## config.mk

```make
export PLATFORM = sky130hd
export DESIGN_NAME = mts_ctrl
export DESIGN_NICKNAME = d
export VERILOG_FILES = /design/src/rtl/core/mts_pkg.sv /design/src/rtl/core/mts_ctrl.sv
export SDC_FILE = /design/constraint.sdc
export NUM_CORES = 1
export LEC_CHECK = 0
export BUFFER_PORTS_ARGS = -buffer_cell sky130_fd_sc_hd__buf_2
export CAP_MARGIN = 20
export CORE_AREA = 2 2 39 41
export CTS_CLUSTER_SIZE = 14
export DETAILED_ROUTE_END_ITERATION = 16
export DIE_AREA = 0 0 41 43
export GPL_TIMING_DRIVEN = 0
export PLACE_DENSITY = 0.34
export SETUP_SLACK_MARGIN = 0.4
export SYNTH_ARGS = -nofsm -noshare
export SYNTH_HDL_FRONTEND = slang
export SYNTH_SLANG_ARGS = --single-unit
```

## constraint.sdc

```tcl
create_clock -name clk -period 1.93 [get_ports clk]
set_input_delay 0.386 -clock clk [delete_from_list [all_inputs] [get_ports clk]]
set_output_delay 0.386 -clock clk [all_outputs]
set_load 0.01 [all_outputs]
```

## src/rtl/core/mts_pkg.sv

```systemverilog
`default_nettype none

package mts_pkg;

    localparam int VAL_W  = 32;
    localparam int FILL_W = 11;

    localparam logic OP_PUSH = 1'b0;
    localparam logic OP_POP  = 1'b1;

    localparam logic [1:0] STS_OK        = 2'd0;
    localparam logic [1:0] STS_POP_EMPTY = 2'd1;
    localparam logic [1:0] STS_PUSH_FULL = 2'd2;

    typedef struct packed {
        logic       accept;
        logic       push;
        logic       pop;
        logic       load;
        logic [1:0] status;
    } cmd_t;

    typedef struct packed {
        logic empty;
        logic full;
        logic single;
    } sts_t;

endpackage

`default_nettype wire

```

## src/rtl/core/mts_ctrl.sv

```systemverilog
`default_nettype none

module mts_ctrl
    import mts_pkg::*;
(
    input  wire logic clk,
    input  wire logic rst_n,
    input  wire logic in_valid,
    input  wire logic in_opcode,
    input  wire logic out_ready,
    input  wire sts_t sts,
    output logic      in_ready,
    output logic      out_valid,
    output cmd_t      cmd
);

    localparam logic [1:0] ST_IDLE = 2'd0;
    localparam logic [1:0] ST_READ = 2'd1;
    localparam logic [1:0] ST_OUT  = 2'd2;

    logic [1:0] state_reg;
    logic [1:0] state_next;

    always_comb
    begin
        cmd        = '0;
        state_next = state_reg;
        unique case (state_reg)
            ST_IDLE:
            begin
                if (in_valid)
                begin
                    cmd.accept = 1'b1;
                    cmd.status = STS_OK;
                    if (in_opcode == OP_PUSH)
                    begin
                        if (sts.full)
                        begin
                            cmd.status = STS_PUSH_FULL;
                        end
                        else
                        begin
                            cmd.push = 1'b1;
                        end
                        state_next = ST_OUT;
                    end
                    else if (sts.empty)
                    begin
                        cmd.status = STS_POP_EMPTY;
                        state_next = ST_OUT;
                    end
                    else
                    begin
                        cmd.pop    = 1'b1;
                        state_next = sts.single ? ST_OUT : ST_READ;
                    end
                end
            end
            ST_READ:
            begin
                cmd.load   = 1'b1;
                state_next = ST_OUT;
            end
            ST_OUT:
            begin
                if (out_ready)
                begin
                    state_next = ST_IDLE;
                end
            end
            default:
            begin
                state_next = ST_IDLE;
            end
        endcase
    end

    always_ff @(posedge clk or negedge rst_n)
    begin
        if (!rst_n)
        begin
            state_reg <= ST_IDLE;
        end
        else
        begin
            state_reg <= state_next;
        end
    end

    assign in_ready  = (state_reg == ST_IDLE);
    assign out_valid = (state_reg == ST_OUT);

endmodule

`default_nettype wire

```

# Yosys cells after proc, flatten, opt, wreduce, memory -nomap -nowiden
# Cells that the tools add are included.
totals:
  ff_bits: 2
  in_bits: 8
  output_inout_bits: 8
  word_cells: 25
classes:
  muxes: 18
  n_eq_ne: 4
  n_reduce_logical: 2
ops:
  columns: ["cell", "n"]
  rows:
  - ["$mux W2", 9]
  - ["$mux W1", 6]
  - ["$mux W3", 2]
  - ["$pmux W2 S3", 1]
  - ["$ne A2 B2 Y1 const B", 2]
  - ["$eq A2 B1 Y1 const B", 1]
  - ["$eq A2 B2 Y1 const B", 1]
  - ["$logic_not A2 Y1", 1]
  - ["$reduce_and A2 Y1", 1]

# Longest topological paths before layout
# Gate-level depths: netlist of the first run.
depth:
  word_depth: 5
  ltp_mapped: 3
  depth_no_buf: 3

# Worst setup path after synthesis of the first run
# No wires, ideal clock.
synth_timing:
  kind: "register to output"
  from: "register state_reg[0]"
  to: "output cmd[1] in the netlist's numbering"
  path_slack_ps: 423
  n_path_buf: 0
  arrival_time_ps: 1121
  t_required_ps: 1544
  stages_incl_launch_ff: 3
  path_cell_list: "dfrtp_1 or3b_4 nor3b_1"
synth_lines:
  columns: ["element", "line_no", "text"]
  rows:
  - ["start, declared", "mts_ctrl.sv:21", "logic [1:0] state_reg;"]
  - ["start signal, assigned", "mts_ctrl.sv:86", "state_reg <= state_next;"]
  - ["end, declared", "mts_ctrl.sv:14", "output cmd_t cmd"]

==> flow_metrics.py, run 1 <==
metrics = {
    "routing": {
        "viasPerCell": 3.81,
        "post_drt_wl_per_cell_um": 9.63,
        "first_pass_iters": 1,
        "routed_wl_um": 501,
        "ant_nets": 0,
        "drtIter0Drc": 0,
        "vias": 198,
        "drc": 0,
    },
    "clock_network": {
        "clockBufferDepth": 2,
        "clock-sinks": 2,
        "numCtsBuffers": 3,
        "clkLatencyLatePin_ns": 0.22,
        "root_buffer": "clkbuf_4",
        "cts_tree": "done",
        "h-tree-depth": 1,
        "cts.reportedPaths.clkPinSlew_ns": 0.03,
    },
    "sta": {
        "rsz0062_at_grt": "yes",
        "finClkSkew_ns": 0.00359,
        "period_needed_ns": 1.78,
        "whs_ns": 0.442,
        "hold_violations": 0,
        "setup_viol": 0,
        "final.setup.tns_ns": 0,
        "slew_viol_final": 0,
        "finalCritPeriodShare_pct": 92.2,
        "finalWorstSetupSlack_ns": 0.150,
        "tightest_slew_ns": 0.152,
        "fmax_mhz": 562,
        "slew_headroom_pct": 89.9,
    },
    "setup_path": {
        "r2r_slack_ns": 0.82,
        "crit_type": "flop to output pin",
        "end_kind": "output pin",
        "reg2reg_depth": 3,
        "crit_fanout": 5,
        "cp-start-kind": "flop",
        "r2r_start": "state_reg[1]",
        "required_ns": 1.54,
        "reg2reg_to": "state_reg[1]",
        "critPathArrivalTime_ns": 1.39,
    },
    "synthesis": {
        "ys_seq_area_share_pct": 35.4,
        "synth_nets": 24,
        "synth_mux_area_share_pct": 0,
        "synth_cell_types": 10,
        "synth-seq-cells": 2,
        "synth_top_family_by_area": "simple AND/OR/NAND/NOR gates",
        "synth_warnings": 0,
        "yosys.area_share.simple_pct": 52.2,
        "syn_area_um2": 141,
        "postSynthCellCount": 16,
        "synth_area_per_cell_um2": 8.84,
        "synth_compound_area_share_pct": 7.08,
        "yosys.area_share.xor_xnor_pct": 0,
        "synth_fa_ha_area_share_pct": 0,
    },
    "global_routing": {
        "grt_pass1_wl_um": 779,
        "grt.total_usage_pct": 7.01,
        "antenna_found_initial": 0,
        "grt_overflow_total": 0,
        "grt_pass1_vias": 208,
        "grt_max_degree": 6,
    },
    "layout": {
        "area_growth_syn_to_layout_pct": 111,
        "fin_util_pct": 21.5,
        "nNetsFinal": 46,
        "multi_input_area_um2": 92.6,
        "stdcell_count": 52,
        "most-common-layout-cells": "13 x buf_2, 3 x nor2b_1, 3 x clkbuf_4",
        "final_common_cell": "buf_2",
        "register_area_um2": 50.0,
        "diodes": 0,
        "fillCellCount": 158,
        "drive_gt1_share_pct": 63.9,
        "largest_register_ffs": 2,
        "final_area_um2": 298,
    },
    "worst_hold_path": {
        "hold_depth": 3,
        "whs_endpoint": "state_reg[0]",
        "min_from": "sts[0]",
        "hp-class": "primary input to flop",
    },
    "place": {
        "dp_cells": 47,
        "post-dp-hpwl_um": 372,
        "gp_congestion": 0.617,
        "dp_slack_ns": 0.317,
        "place_area_um2": 236,
        "portBuffers": 15,
    },
    "power_and_ir_drop": {
        "p_per_area_nw_per_um2": 734,
        "finalPower_mw": 0.219,
        "peakVddDrop_v": 0.000183,
        "p_leak_nw": 0.159,
    },
    "floorplanning": {
        "die_area_um2": 1760,
        "ios": 16,
        "chipWidth_um": 41,
        "initial_core_util_pct": 10.2,
        "core_area_um2": 1380,
        "rows": 14,
        "die_h_um": 43,
    },
    "job": {
        "drv_cap": 0,
    },
    "run_status": {
        "outcome": "finished clean",
    },
}
## how the worst max path moves through the flow
stage | endpoint | slack (ns) | cells past startpoint | start
CTS | cmd[1] | 0.16 | 3 | state_reg[1]
global placement | cmd[0] | 0.32 | 5 | in_valid
floorplan | cmd[1] | 0.42 | 2 | state_reg[0]
finish | cmd[0] | 0.15 | 4 | state_reg[0]
global route | cmd[1] | 0.1 | 3 | state_reg[0]
detailed placement | cmd[0] | 0.32 | 5 | in_valid
## layout make-up
class	count	share of cell area (%)
clock buffer	3	7.56
inverter	2	2.52
multi-input combinational	12	31.1
sequential	2	16.8
tap	16	6.72
timing repair buffer	17	35.3
## cells by family after synthesis
group                  after synthesis
AOI/OAI and AO/OA                    1
DFF                                  2
buffers and inverters                2
and+or+nand+nor                     11
## critical path, cell delays in order, from the launching register on
cell and delay (ns):
dfrtp_1 0.39, or3b_4 0.42, inv_2 0.08, and3_4 0.18
buf_6 0.09
## layer usage
metal  global-route usage (%)  vias up  share of wire [%]
li1                         -       97                  -
met1                     5.75       85                 41
met2                     11.3       16                 43
met3                     5.24        0                 16
met4                     4.00        0                  0
met5                        0        -                  0
## cells in the mapped netlist (all sizes together)
cell type	count	area [µm²]
nor2b	3	18.8
dfrtp	2	50.1
inv	2	7.51
nor2	2	7.51
nor3b	2	15.0
or3b	2	20.0
a221o	1	10.0
and3	1	7.51
nor3	1	5.00
## power by group
| part | internal, mW | total (mW) | switching, mW |
|---|---|---|---|
| Clock | 0.0686 | 0.0918 | 0.0233 |
| Sequential | 0.0469 | 0.0500 | 0.00310 |
| Combinational | 0.0418 | 0.0766 | 0.0349 |
| Total | 0.157 | 0.219 | 0.0613 |
## what timing repair did
action | CTS | global route
pin swaps | 1 | 1
hold endpoints to repair | 2 | 0
cloned | 0 | 0
setup buffers | 1 | 0
endpoints found under the setup margin | 5 | 5
hold buffers | 1 | 0
resized for setup | 4 | 1
No activity file was read; power rests on OpenSTA's default activity.
==> run 2: changes to the inputs <==
- PLACE_DENSITY: 0.34 -> 0.35
==> run 2 against run 1 <==
Compared with the run above: register-to-register slack is essentially flat; clock-buffer cell count unchanged; first-iteration DRC count is 3 higher; cell count increased by 1.9%; setup slack better by 0.044 ns; sequential share of layout area shrank 0.35 points; non-clock buffer count rose by 1; flip-flop and latch count is the same; clock power fell by 2.6%; combinational power decreased by 2%; via count up 1.0%.
==> flow_metrics.py, run 2 (synthesis gave the netlist of run 1 again) <==
metrics = {
    "sta": {
        "slew_viol_final": 0,
        "finalCritPeriodShare_pct": 90.0,
        "final.setup.tns_ns": 0,
        "fmax_mhz": 576,
        "finClkSkew_ns": 0.00277,
        "setup_viol": 0,
        "hold_violations": 0,
        "period_needed_ns": 1.74,
        "whs_ns": 0.442,
        "slew_headroom_pct": 90.1,
        "tightest_slew_ns": 0.148,
        "rsz0062_at_grt": "yes",
    },
    "layout": {
        "register_area_um2": 50.0,
        "fillCellCount": 151,
        "multi_input_area_um2": 97.6,
        "nNetsFinal": 47,
        "most-common-layout-cells": "14 x buf_2, 3 x nor2b_1, 3 x clkbuf_4",
        "drive_gt1_share_pct": 67.6,
        "largest_register_ffs": 2,
        "area_growth_syn_to_layout_pct": 115,
        "final_common_cell": "buf_2",
        "diodes": 0,
        "final_area_um2": 304,
    },
    "worst_hold_path": {
        "hp-class": "primary input to flop",
        "hold_depth": 3,
    },
    "clock_network": {
        "root_buffer": "clkbuf_4",
        "clockBufferDepth": 2,
        "cts_tree": "done",
        "cts.reportedPaths.clkPinSlew_ns": 0.03,
        "numCtsBuffers": 3,
        "h-tree-depth": 1,
        "clkLatencyLatePin_ns": 0.22,
        "clock-sinks": 2,
    },
    "setup_path": {
        "cp-start-kind": "flop",
        "cp_num_cells": 4,
        "cp_slowest_stage_delay_ns": 0.44,
        "reg2reg_depth": 3,
        "crit_type": "flop to output pin",
        "path_buf_inv": 2,
        "crit_family": "simple AND/OR/NAND/NOR gates",
        "critPathArrivalTime_ns": 1.35,
        "required_ns": 1.54,
        "crit_fanout": 5,
        "worst_path_max_delay_cell": "or3b_4",
        "crit_chain": "or3b_4 > inv_2 > and3_4 > buf_6",
        "end_kind": "output pin",
    },
    "global_routing": {
        "grt_max_degree": 6,
        "grt_pass1_vias": 187,
        "grt_pass1_wl_um": 703,
        "grt.total_usage_pct": 6.11,
        "antenna_found_initial": 0,
        "grt_overflow_total": 0,
    },
    "job": {
        "drv_cap": 0,
    },
    "place": {
        "post-dp-hpwl_um": 332,
        "portBuffers": 15,
        "place_area_um2": 236,
        "gp_congestion": 0.574,
    },
    "run_status": {
        "outcome": "finished clean",
    },
    "routing": {
        "post_drt_wl_per_cell_um": 8.81,
        "vias": 200,
        "ant_nets": 0,
        "routed_wl_um": 467,
        "drtIter0Drc": 3,
        "first_pass_iters": 2,
        "viasPerCell": 3.77,
        "drc": 0,
    },
    "floorplanning": {
        "initial_core_util_pct": 10.2,
        "core_area_um2": 1380,
        "chipWidth_um": 41,
        "die_h_um": 43,
        "ios": 16,
        "rows": 14,
        "die_area_um2": 1760,
    },
    "power_and_ir_drop": {
        "peakVddDrop_v": 0.000188,
        "p_leak_nw": 0.165,
        "p_per_area_nw_per_um2": 703,
    },
}
[run 2: changes by cell type in the layout (fill, tap and decap cells not counted), sizes merged]
cell  previous run  this run
buf             16        17
[run 2: worst paths after layout]
path                            slack (ns)         start      endpoint
worst max register to register        0.82  state_reg[1]  state_reg[1]
max in group asynchronous             1.35         rst_n  state_reg[1]
worst min-delay path                  0.44        sts[0]  state_reg[0]
worst max-delay path                  0.19  state_reg[1]        cmd[0]
min in group asynchronous             0.48         rst_n  state_reg[0]
worst min register to register        0.60  state_reg[1]  state_reg[0]
[run 2: worst min-delay path, delay by kind of cell]
| family | cells | cell delay (ns) |
|---|---|---|
| simple gates | 2 | 0.16 |
| buf+inv | 1 | 0.07 |
[run 2: stage by stage]
step           instances  setup WS (ns)  utilization, %  total power, mW
2_1_floorplan         16          0.423               -           0.0841
3_3_place_gp          47          0.305            17.1            0.112
3_5_place_dp          47          0.311            17.1            0.111
4_1_cts               53          0.182            22.0            0.220
5_1_grt               53          0.132            22.0            0.231
6_report              53          0.194            22.0            0.214
[run 2: final cells by class]
type                       count  share of cell area (%)
tap                           16                    6.58
multi-input combinational     12                    32.1
sequential                     2                    16.5
timing repair buffer          18                    35.0
clock buffer                   3                    7.41
inverter                       2                    2.47
[run 2: routing by layer]
layer  track usage (%)  up-vias  part of all wire, %
met5                 0        -                    0
met4              2.00        0                    0
met3              5.24        0                   17
met2              9.06       16                   39
met1              6.05       86                   44
li1                  -       98                    -
[run 2: what timing repair did]
action | in CTS | in global routing
gates resized for setup | 5 | 0
setup buffers | 2 | 0
hold buffers | 1 | 0
pin swaps | 2 | 0
setup endpoints to repair | 5 | 5
endpoints found under the hold margin | 2 | 0
[run 2: where the power goes]
| group | internal, mW | total [mW] | switching (mW) |
|---|---|---|---|
| combinational | 0.0396 | 0.0750 | 0.0354 |
| sequential | 0.0469 | 0.0494 | 0.00248 |
| clock | 0.0684 | 0.0894 | 0.0210 |
| total | 0.155 | 0.214 | 0.0589 |
